## src/hdl/lowest_first_unit_allocator_defines.svh

```systemverilog
// Assertion macros shared by the unit allocator modules.
// Included by the controller and the datapath; depends on nothing else.
`ifndef LOWEST_FIRST_UNIT_ALLOCATOR_DEFINES_SVH
`define LOWEST_FIRST_UNIT_ALLOCATOR_DEFINES_SVH

// The consequent must hold in the same cycle as the antecedent.
`define LFUA_ASSERT_NOW(label, clk, rst_n, ante, cons, msg) \
    label: assert property (@(posedge clk) disable iff (!rst_n) (ante) |-> (cons)) \
        else $error(msg);

// The consequent must hold in the cycle after the antecedent.
`define LFUA_ASSERT_NEXT(label, clk, rst_n, ante, cons, msg) \
    label: assert property (@(posedge clk) disable iff (!rst_n) (ante) |=> (cons)) \
        else $error(msg);

`endif

```

## src/hdl/lfua_pkg.sv

```systemverilog
// Shared types and constants of the lowest-first unit allocator.
// Used by lfua_dp, lfua_ctrl and the top level; depends on nothing.
package lfua_pkg;

    localparam int UNITS_DEF   = 1024;
    localparam int HANDLES_DEF = 255;

    // Widths of the request and result fields.
    localparam int REQ_W      = 2;
    localparam int SIZE_W     = 11;
    localparam int HID_W      = 8;
    localparam int RANK_W     = 10;
    localparam int ADDR_OUT_W = 10;
    localparam int AH_W       = 8;

    localparam int S_TDATA_W = 32;
    localparam int M_TDATA_W = 24;

    typedef enum logic [REQ_W-1:0] {
        REQ_ALLOC = 2'd0,
        REQ_FREE  = 2'd1,
        REQ_QUERY = 2'd2
    } req_t;

    // Commands from the controller to the datapath.
    typedef struct packed {
        logic clear;
        logic accept;
        logic decide;
        logic scan;
        logic load_out;
    } lfua_cmd_t;

    // Status from the datapath back to the controller.
    typedef struct packed {
        logic clear_done;
        logic need_scan;
        logic scan_done;
        logic out_free;
    } lfua_stat_t;

endpackage

```

## src/hdl/lfua_ctrl.sv

```systemverilog
// Controller of the unit allocator: sequences clearing, table lookup, scan and result.
// Depends on lfua_pkg and the assertion macros header.
`include "lowest_first_unit_allocator_defines.svh"

module lfua_ctrl (
    input  logic                 clk,
    input  logic                 rst_n,
    input  logic                 in_valid,
    output logic                 in_ready,
    output lfua_pkg::lfua_cmd_t  cmd,
    input  lfua_pkg::lfua_stat_t stat
);

    typedef enum logic [2:0] {
        ST_CLEAR,
        ST_IDLE,
        ST_LOOK,
        ST_SCAN,
        ST_DONE
    } state_t;

    state_t state_reg;
    state_t state_next;

    always_comb
    begin
        state_next = state_reg;
        case (state_reg)
            ST_CLEAR:
            begin
                if (stat.clear_done)
                begin
                    state_next = ST_IDLE;
                end
            end
            ST_IDLE:
            begin
                if (in_valid)
                begin
                    state_next = ST_LOOK;
                end
            end
            ST_LOOK:
            begin
                state_next = stat.need_scan ? ST_SCAN : ST_DONE;
            end
            ST_SCAN:
            begin
                if (stat.scan_done)
                begin
                    state_next = ST_DONE;
                end
            end
            ST_DONE:
            begin
                if (stat.out_free)
                begin
                    state_next = ST_IDLE;
                end
            end
            default:
            begin
                state_next = ST_IDLE;
            end
        endcase
    end

    always_ff @(posedge clk or negedge rst_n)
    begin
        if (!rst_n)
        begin
            state_reg <= ST_CLEAR;
        end
        else
        begin
            state_reg <= state_next;
        end
    end

    assign in_ready     = (state_reg == ST_IDLE);
    assign cmd.clear    = (state_reg == ST_CLEAR);
    assign cmd.accept   = (state_reg == ST_IDLE) && in_valid;
    assign cmd.decide   = (state_reg == ST_LOOK);
    assign cmd.scan     = (state_reg == ST_SCAN);
    assign cmd.load_out = (state_reg == ST_DONE) && stat.out_free;

    `LFUA_ASSERT_NEXT(a_accept_look, clk, rst_n, cmd.accept, state_reg == ST_LOOK, "accepted word not looked up")
    `LFUA_ASSERT_NEXT(a_scan_end, clk, rst_n, cmd.scan && stat.scan_done, state_reg == ST_DONE, "scan did not end")

endmodule

```

## config.mk

```make
export PLATFORM = sky130hd
export DESIGN_NAME = lfua_ctrl
export DESIGN_NICKNAME = d
export VERILOG_FILES = /design/src/hdl/lfua_pkg.sv /design/src/hdl/lfua_ctrl.sv
export VERILOG_INCLUDE_DIRS = /design/src /design/src/hdl
export SDC_FILE = /design/constraint.sdc
export NUM_CORES = 1
export LEC_CHECK = 0
export ABC_CLOCK_PERIOD_IN_PS = 2500
export BUFFER_PORTS_ARGS = -buffer_cell sky130_fd_sc_hd__buf_4
export CAP_MARGIN = 20
export CORE_AREA = 2 2 39 41
export CTS_CLUSTER_DIAMETER = 60
export CTS_CLUSTER_SIZE = 25
export DETAILED_ROUTE_END_ITERATION = 8
export DIE_AREA = 0 0 41 43
export GPL_ROUTABILITY_DRIVEN = 0
export SYNTH_ARGS = -nofsm -noshare
export SYNTH_HDL_FRONTEND = slang
export SYNTH_SLANG_ARGS = --single-unit
```

## constraint.sdc

```tcl
create_clock -name clk -period 2.5 [get_ports clk]
set_input_delay 0.25 -clock clk [delete_from_list [all_inputs] [get_ports clk]]
set_output_delay 0.25 -clock clk [all_outputs]
set_load 0.1 [all_outputs]
```

==> results.tsv, run 1 <==
stage	metric	value	unit
worst_setup_path	FF-to-FF End	state_reg[0]	
cts	CTS tree	done	
detailed_routing	DRT Pass-1 Iters	4	
min_path	hold_sp	stat[0]	
outcome	status	finished clean	
worst_setup_path	R2R Path Start	state_reg[0]	
cts	post-cts sizing count	0	
cts	htree depth	1	
min_path	hold crit path type	input port to register	
cts	Worst-Skew Late Latency	0.23	ns
global_route	largest net degree at the start of global routing	10	
floorplanning	Vert. Die Dim	43	um
worst_setup_path	CP required	2.25	ns
yosys	Post-Syn Instances	25	
worst_setup_path	CP peak stage delay	0.45	ns
timing	Max Clk Rate	629.3	MHz
timing	final hold violations	0	
place	Post-DP Area	304.0	um^2
worst_setup_path	CP max-delay cell	dfrtp_1	
timing	Worst Max-Slew Pin Slew	0.2783	ns
finish	n_diodes	0	
worst_setup_path	critical path launch point type	register	
finish	post-route cell area	340.3	um^2
finish	most frequent cells in the layout	12 x buf_4, 4 x nor2_1, 3 x nand2_1, 3 x clkbuf_4, 3 x dfrtp_1	
floorplanning	full die area	0.001763	mm^2
yosys	post-synthesis area per instance	8.008	um^2
yosys	synthesis warning total	0	
finish	Final #Nets	49	
timing	Max Slew Vio Count	0	
detailed_routing	routed wire length per instance	9.439	um
cts	clk slew on worst S/H paths	0.04	ns
worst_setup_path	R2R Setup Slk	1.26	ns
global_route	first-pass GRT wire length	834	um
cts	Post-CTS Setup Bufs	0	
detailed_routing	vias	228	
yosys	Synth area leader	dfrtp_1	
detailed_routing	final WL	538	um
timing	final setup TNS	0	ns
run	max_cap viols	0	
yosys	Syn Nets	32	
worst_setup_path	crit path launch	state_reg[2]	
global_route	vias in the first global route	211	
yosys	synthesized area	200.2	um^2
yosys	area share of the largest cell type after synthesis	37.50	%
cts	CTS Buf Count	3	
cts	clk sink count	3	
min_path	WHS Path Cells	2	
yosys	Yosys cell types	15	
timing	unrepaired setup endpoints after global routing	no	
floorplanning	# rows	14	
detailed_routing	via/cell ratio	4.000	
global_route	GR Overflow Total	0	
cts	Root Buffer	clkbuf_4	
cts	Max Root-Sink Buffers	2	
timing	final setup vio count	0	
worst_setup_path	Max FO, Critical Path	8	
detailed_routing	DRC Markers	0	
min_path	Hold Path Sink	state_reg[2]	
detailed_routing	Detail Route Antenna Nets	0	
finish	flip-flop count of the largest register after layout	3	
yosys	sequential fraction of the synthesis area	37.50	%
floorplanning	chip width	41	um
global_route	All-Layer GR Usage	7.831	%
yosys	most area-consuming cells after synthesis	dfrtp_1 38%, nor3_1 7.5%, nor2_1 7.5%	
global_route	number of antenna violations at the first check in global routing	0	
worst_setup_path	WS Path Type	register to output pin	
worst_setup_path	crit-path cells	nand2b_1 -> nor2_1 -> buf_4	
worst_setup_path	crit path capture type	output pin	
detailed_routing	initial DRC count	8	
finish	layout cells sized above 1	43.90	%
place	PortBufs	12	
timing	worst relative slew slack	81.60	%
worst_setup_path	R2R depth	3	
finish	commonest non-fill, non-tap cell in the layout	buf_4	
finish	Layout area overhead	70.00	%
yosys	Yosys reg bits	3	
place	Detail Placement HPWL	434.7	um
timing	final worst-path cycle share	63.56	%
timing	Tmin final	1.589	ns
finish	Filler cells	151	
floorplanning	Starting Density	14.47	%
worst_setup_path	crit path DAT	1.34	ns
timing	Layout Skew	0.0005109	ns
floorplanning	core area	0.001384	mm^2
floorplanning	Ports	13	
timing	worst hold slack	0.2430	ns
finish	post-layout util	24.59	%
[final cells by class]
class                           count  area, um^2  share of cell area [%]
Multi-Input combinational cell     20       115.1                   33.82
Timing Repair Buffer               13       100.1                   29.41
Sequential cell                     3       75.07                   22.06
Clock buffer                        4       26.28                   7.721
Tap cell                           16       20.02                   5.882
Inverter                            1       3.754                   1.103
[stage by stage]
step                      setup WS, ns  cells
after CTS                       0.9080     57
final                           0.9111     57
after floorplan                -0.2756     25
after global routing            0.8451     57
after global placement           1.168     52
after detailed placement         1.155     52
[logic make-up (layout without fill, tap and decap cells)]
logic type             after synthesis  after routing  share of synthesized area, %
and+or+nand+nor                     15             15                         36.88
AOI/OAI and AO/OA                    5              5                         18.13
DFF                                  3              3                         37.50
buffers and inverters                2             18                         7.498
[synthesized netlist by cell type]
cell,n
a211o_1,1
nand2_1,3
dfrtp_1,3
or2_2,1
and3_1,1
nor2_1,4
a21oi_1,2
nor3_1,3
or2_0,1
buf_6,1
o221a_2,1
nand3b_1,1
o22ai_1,1
inv_1,1
nand2b_1,1
[metal layers]
metal / share of wire (%) / vias to the layer above / GRT usage [%]
li1: - / 118 / -
met1: 45 / 96 / 9.646
met2: 46 / 14 / 8.438
met3: 9.3 / 0 / 3.141
met4: 0 / 0 / 10.00
met5: 0 / - / 0
[worst max-delay path by stage]
stage | endpoint | slack [ns]
finish | cmd[1] | 0.91
global route | cmd[2] | 0.85
CTS | cmd[2] | 0.91
detailed placement | cmd[2] | 1.15
global placement | cmd[1] | 1.17
floorplan | cmd[4] | -0.28
[critical path: cells and delay by family (launching register included)]
family / cells / cell delay, ns
buf+inv: 1 / 0.29
flops: 1 / 0.45
simple gates: 2 / 0.36
[timing repair]
action / 4_1_cts / 5_1_grt
hold endpoints to repair: 3 / 0
hold buffers: 1 / 0
setup endpoints to repair: 0 / 0
Power of run 1 is not shown: default switching activity piles up to over one toggle a cycle in this logic, so the estimate is an artifact.
==> run 2, diff against run 1 <==
--- a/config.mk
+++ b/config.mk
@@ -6,7 +6,7 @@
 export SDC_FILE = /design/constraint.sdc
 export NUM_CORES = 1
 export LEC_CHECK = 0
-export ABC_CLOCK_PERIOD_IN_PS = 2500
+export ABC_CLOCK_PERIOD_IN_PS = 1300
 export BUFFER_PORTS_ARGS = -buffer_cell sky130_fd_sc_hd__buf_4
 export CAP_MARGIN = 20
 export CORE_AREA = 2 2 39 41
==> constraint.sdc (replaced) <==
create_clock -name clk -period 1.3 [get_ports clk]
set_input_delay 0.13 -clock clk [delete_from_list [all_inputs] [get_ports clk]]
set_output_delay 0.13 -clock clk [all_outputs]
set_load 0.1 [all_outputs]
==> run 2 against run 1 <==
Against the previous run:
- the run now ends with negative setup slack left
- routed wire length up 27%
- sequential cell count unchanged
- final cell count up 12%
- die area unchanged
- highest routed layer unchanged
- final area up 67%
- global-route usage up 3.2 points
- critical path type unchanged
- hold slack worse by 0.14 ns
==> results.tsv, run 2 (synthesis results as in run 1) <==
stage	metric	value	unit	change
outcome	status	finished, violations left		
outcome	violated checks	negative setup slack		
place	PortBufs	12		unchanged
cts	CTS tree	done		
detailed_routing	initial DRC count	2		-6
run	max_cap viols	0		unchanged
timing	post-route setup slack	-0.05834	ns	-0.9694 ns
finish	Final #Nets	56		+14%
timing	unrepaired setup endpoints after global routing	yes		
timing	Max Clk Rate	736.2	MHz	
floorplanning	core area	0.001384	mm^2	unchanged
floorplanning	chip width	41	um	unchanged
worst_setup_path	crit path DAT	1.23	ns	-0.11 ns
worst_setup_path	WP buf/inv	2		+1
worst_setup_path	FF-to-FF End	state_reg[1]		
detailed_routing	DRT Pass-1 Iters	2		-2
finish	Filler cells	143		-5.3%
floorplanning	full die area	0.001763	mm^2	unchanged
timing	Tmin final	1.358	ns	
detailed_routing	vias	263		+15%
worst_setup_path	Max FO, Critical Path	6		-2
place	Detail Placement HPWL	451.7	um	+3.9%
detailed_routing	Detail Route Antenna Nets	0		unchanged
finish	post-layout util	41.14	%	+17 points
finish	most frequent cells in the layout	10 x buf_4, 8 x buf_12		
floorplanning	Ports	13		unchanged
cts	clk sink count	3		unchanged
cts	CTS Buf Count	3		unchanged
finish	post-route cell area	569.3	um^2	+67%
worst_setup_path	CP delay by family, top	flip-flops		
cts	Max Root-Sink Buffers	2		unchanged
worst_setup_path	critical path depth in cells	3		unchanged
worst_setup_path	R2R Setup Slk	0.03	ns	-1.23 ns
floorplanning	Starting Density	14.47	%	unchanged
finish	flip-flop count of the largest register after layout	3		unchanged
global_route	vias in the first global route	307		+45%
global_route	All-Layer GR Usage	11.07	%	+3.2 points
worst_setup_path	CP peak stage delay	0.45	ns	about the same
worst_setup_path	crit path capture type	output pin		
finish	Layout area overhead	184.4	%	
worst_setup_path	CP required	1.17	ns	-1.08 ns
place	Post-DP Area	396.6	um^2	+30%
timing	worst relative slew slack	85.54	%	+3.9 points
detailed_routing	routed wire length per instance	10.67	um	+13%
cts	Worst-Skew Late Latency	0.23	ns	about the same
detailed_routing	via/cell ratio	4.109		+2.7%
cts	clk slew on worst S/H paths	0.04	ns	about the same
finish	Post-Layout Cell Count	64		+12%
worst_setup_path	R2R Path Start	state_reg[1]		
finish	commonest non-fill, non-tap cell in the layout	buf_4		
worst_setup_path	crit path launch	state_reg[0]		
global_route	GR Overflow Total	0		unchanged
place	DP Cell Count	55		+5.8%
worst_setup_path	crit-path cells	buf_6 -> nor3_4 -> buf_12		
worst_setup_path	CP max-delay cell	dfrtp_2		
min_path	hold crit path type	input port to register		
global_route	number of antenna violations at the first check in global routing	0		unchanged
worst_setup_path	critical path launch point type	register		
timing	Worst Max-Slew Pin Slew	0.2169	ns	-0.06137 ns
place	pre-CTS setup slack	0.07724	ns	-1.078 ns
worst_setup_path	CP endpoint	cmd[4]		
timing	Max Slew Vio Count	0		unchanged
timing	Layout Skew	0.001061	ns	+0.0005500 ns
cts	Root Buffer	clkbuf_4		
global_route	first-pass GRT wire length	1.235	mm	+48%
worst_setup_path	WS Path Type	register to output pin		
floorplanning	# rows	14		unchanged
timing	final setup vio count	6		+6
cts	htree depth	1		unchanged
global_route	largest net degree at the start of global routing	8		-2
detailed_routing	DRC Markers	0		unchanged
finish	n_diodes	0		unchanged
detailed_routing	final WL	683	um	+27%
timing	final hold violations	0		unchanged
floorplanning	Vert. Die Dim	43	um	unchanged
timing	final worst-path cycle share	104.5	%	
finish	layout cells sized above 1	79.17	%	+35 points
worst_setup_path	R2R depth	4		+1
## run 2: how the worst min path moves through the flow
stage                       start            to  slack (ns)  cells after the start
after floorplan             rst_n  state_reg[0]       -0.17                      0
after global placement      rst_n  state_reg[0]       -0.08                      1
after detailed placement    rst_n  state_reg[0]       -0.08                      1
after CTS                 stat[0]  state_reg[2]        0.09                      2
after global routing      stat[0]  state_reg[2]        0.09                      2
final                     stat[0]  state_reg[2]        0.10                      2
## run 2: layout make-up
cell class	instances	area, um^2	share of cell area, %
Timing Repair Buffer	20	256.5	45.05
Multi-Input combinational cell	20	181.4	31.87
Sequential cell	3	78.83	13.85
Clock buffer	4	26.28	4.615
Tap cell	16	20.02	3.516
Inverter	1	6.256	1.099
## run 2: per-layer routing
| layer | GRT usage, % | wire [um] |
|---|---|---|
| met2 | 15.94 | 369 |
| met4 | 8.000 | 0 |
| met3 | 5.236 | 48 |
| met1 | 11.97 | 265 |
| met5 | 0 | 0 |
## run 2: worst reg2reg max path: stages (launching register included)
cell and delay [ns]:
dfrtp_2 0.44, buf_12 0.15, buf_4 0.13, or2_2 0.29
a21oi_1 0.17
## run 2: timing repair
action                                 in CTS  in global routing
pin swaps                                   3                  0
setup endpoints to repair                   6                  7
cloned                                      0                  0
endpoints found under the hold margin       3                  0
buffers inserted                            4                  0
resized for setup                          21                  3
hold buffers                                1                  0
## run 2: through the flow
stage	hold slack, ns	setup TNS (ns)
2_1_floorplan	-0.1656	-0.4156
3_3_place_gp	-0.07797	0
3_5_place_dp	-0.07672	0
4_1_cts	0.09394	-0.2646
5_1_grt	0.09296	-0.5369
6_report	0.1028	-0.2343
Power of run 2 is left out for the same reason.
==> run 3, diff against run 2 <==
--- a/config.mk
+++ b/config.mk
@@ -15,6 +15,7 @@
 export DETAILED_ROUTE_END_ITERATION = 8
 export DIE_AREA = 0 0 41 43
 export GPL_ROUTABILITY_DRIVEN = 0
+export MAX_ROUTING_LAYER = met4
 export SYNTH_ARGS = -nofsm -noshare
 export SYNTH_HDL_FRONTEND = slang
 export SYNTH_SLANG_ARGS = --single-unit
==> run 3 against run 2 <==
Against the previous run:
- the flow still finishes with violations (negative setup slack)
- clock-buffer cell count stayed put
- final area did not move
- routed wire length down 0.88%
- die area did not move
- hold slack stayed put
- maximum frequency about the same
==> results.tsv, run 3 (synthesis results as in run 1) <==
stage	metric	value	unit	change
worst_setup_path	CP required	1.17	ns	about the same
timing	final worst-path cycle share	104.5	%	about the same
finish	commonest non-fill, non-tap cell in the layout	buf_4		
timing	Max Clk Rate	736.4	MHz	about the same
finish	post-layout util	41.14	%	unchanged
outcome	status	finished, violations left		
worst_setup_path	Max FO, Critical Path	6		unchanged
detailed_routing	DRT Pass-1 Iters	2		unchanged
floorplanning	Vert. Die Dim	43	um	unchanged
global_route	vias in the first global route	308		+0.33%
floorplanning	# rows	14		unchanged
finish	layout cells sized above 1	79.17	%	unchanged
worst_setup_path	crit path DAT	1.23	ns	about the same
detailed_routing	initial DRC count	2		unchanged
timing	final hold violations	0		unchanged
timing	Max Slew Vio Count	0		unchanged
worst_setup_path	WS Path Type	register to output pin		
finish	flip-flop count of the largest register after layout	3		unchanged
timing	worst relative slew slack	85.54	%	unchanged
global_route	GR Overflow Total	0		unchanged
cts	Root Buffer	clkbuf_4		
floorplanning	core area	0.001384	mm^2	unchanged
detailed_routing	via/cell ratio	4.109		unchanged
timing	final setup vio count	6		unchanged
floorplanning	Ports	13		unchanged
worst_setup_path	critical path launch point type	register		
finish	Layout area overhead	184.4	%	unchanged
finish	post-route cell area	569.3	um^2	unchanged
min_path	hold crit path type	input port to register		
detailed_routing	DRC Markers	0		unchanged
detailed_routing	Detail Route Antenna Nets	0		unchanged
cts	clk sink count	3		unchanged
timing	final setup TNS	-0.2331	ns	+0.001176 ns
floorplanning	full die area	0.001763	mm^2	unchanged
timing	post-route setup slack	-0.05800	ns	+0.0003439 ns
place	PortBufs	12		unchanged
timing	Tmin final	1.358	ns	-0.0003439 ns
worst_setup_path	crit path capture type	output pin		
timing	worst hold slack	0.1028	ns	unchanged
finish	Final #Nets	56		unchanged
floorplanning	chip width	41	um	unchanged
timing	Worst Max-Slew Pin Slew	0.2169	ns	unchanged
place	Detail Placement HPWL	451.7	um	unchanged
cts	CTS Buf Count	3		unchanged
cts	clk slew on worst S/H paths	0.04	ns	about the same
detailed_routing	final WL	677	um	-0.88%
cts	CTS tree	done		
run	max_cap viols	0		unchanged
cts	Max Root-Sink Buffers	2		unchanged
timing	unrepaired setup endpoints after global routing	yes		
global_route	first-pass GRT wire length	1.235	mm	unchanged
global_route	number of antenna violations at the first check in global routing	0		unchanged
outcome	violated checks	negative setup slack		
timing	Layout Skew	0.001061	ns	unchanged
place	Post-DP Area	396.6	um^2	unchanged
detailed_routing	vias	263		unchanged
global_route	All-Layer GR Usage	11.34	%	+0.27 points
finish	n_diodes	0		unchanged
floorplanning	Starting Density	14.47	%	unchanged
cts	htree depth	1		unchanged
detailed_routing	routed wire length per instance	10.58	um	-0.88%
cts	Worst-Skew Late Latency	0.23	ns	about the same
global_route	largest net degree at the start of global routing	8		unchanged
finish	most frequent cells in the layout	10 x buf_4, 8 x buf_12		
==> run 3: cell counts in the layout (fill, tap and decap cells not counted) <==
No cell type changed its count.
==> run 3: path summary, 6_finish.rpt <==
kind | from | end | slack [ns] | cells after the start
setup / recovery | state_reg[0] | cmd[4] | -0.06 | 3
hold / removal | stat[0] | state_reg[2] | 0.10 | 2
setup reg to reg | state_reg[1] | state_reg[1] | 0.03 | 4
hold reg to reg | state_reg[1] | state_reg[2] | 0.70 | 3
max in group asynchronous | rst_n | state_reg[1] | 0.97 | 2
min in group asynchronous | rst_n | state_reg[0] | 0.23 | 2
==> run 3: per-layer routing <==
layer / global-route usage (%) / vias up / part of all wire, %
met4: 8.000 / 0 / 0
met1: 12.30 / 120 / 39
met3: 4.712 / 0 / 6.8
li1: - / 133 / -
met2: 15.94 / 10 / 55
met5: - / - / 0
==> run 3: repair_timing <==
item	CTS	global route
setup buffers	4	0
endpoints found under the hold margin	3	0
hold buffers	1	0
resized for setup	21	3
pin swaps	3	0
setup endpoints to repair	6	7
==> run 3: through the flow <==
stage,std cells,worst slack [ns]
floorplan,25,-0.1503
global placement,55,0.09591
detailed placement,55,0.07724
CTS,64,-0.06159
global route,64,-0.1087
finish,64,-0.05800
==> run 3: final cells by class <==
type | instances | area [um^2]
clock buffer | 4 | 26.28
tap | 16 | 20.02
multi-input combinational | 20 | 181.4
inverter | 1 | 6.256
timing repair buffer | 20 | 256.5
sequential | 3 | 78.83
fill | 143 | 814.5
==> run 3: worst max-delay path, cell delays in order, from the launching register on <==
cell and delay (ns):
dfrtp_2 0.45, buf_6 0.14, nor3_4 0.20, buf_12 0.20
Power of run 3 is left out for the same reason.
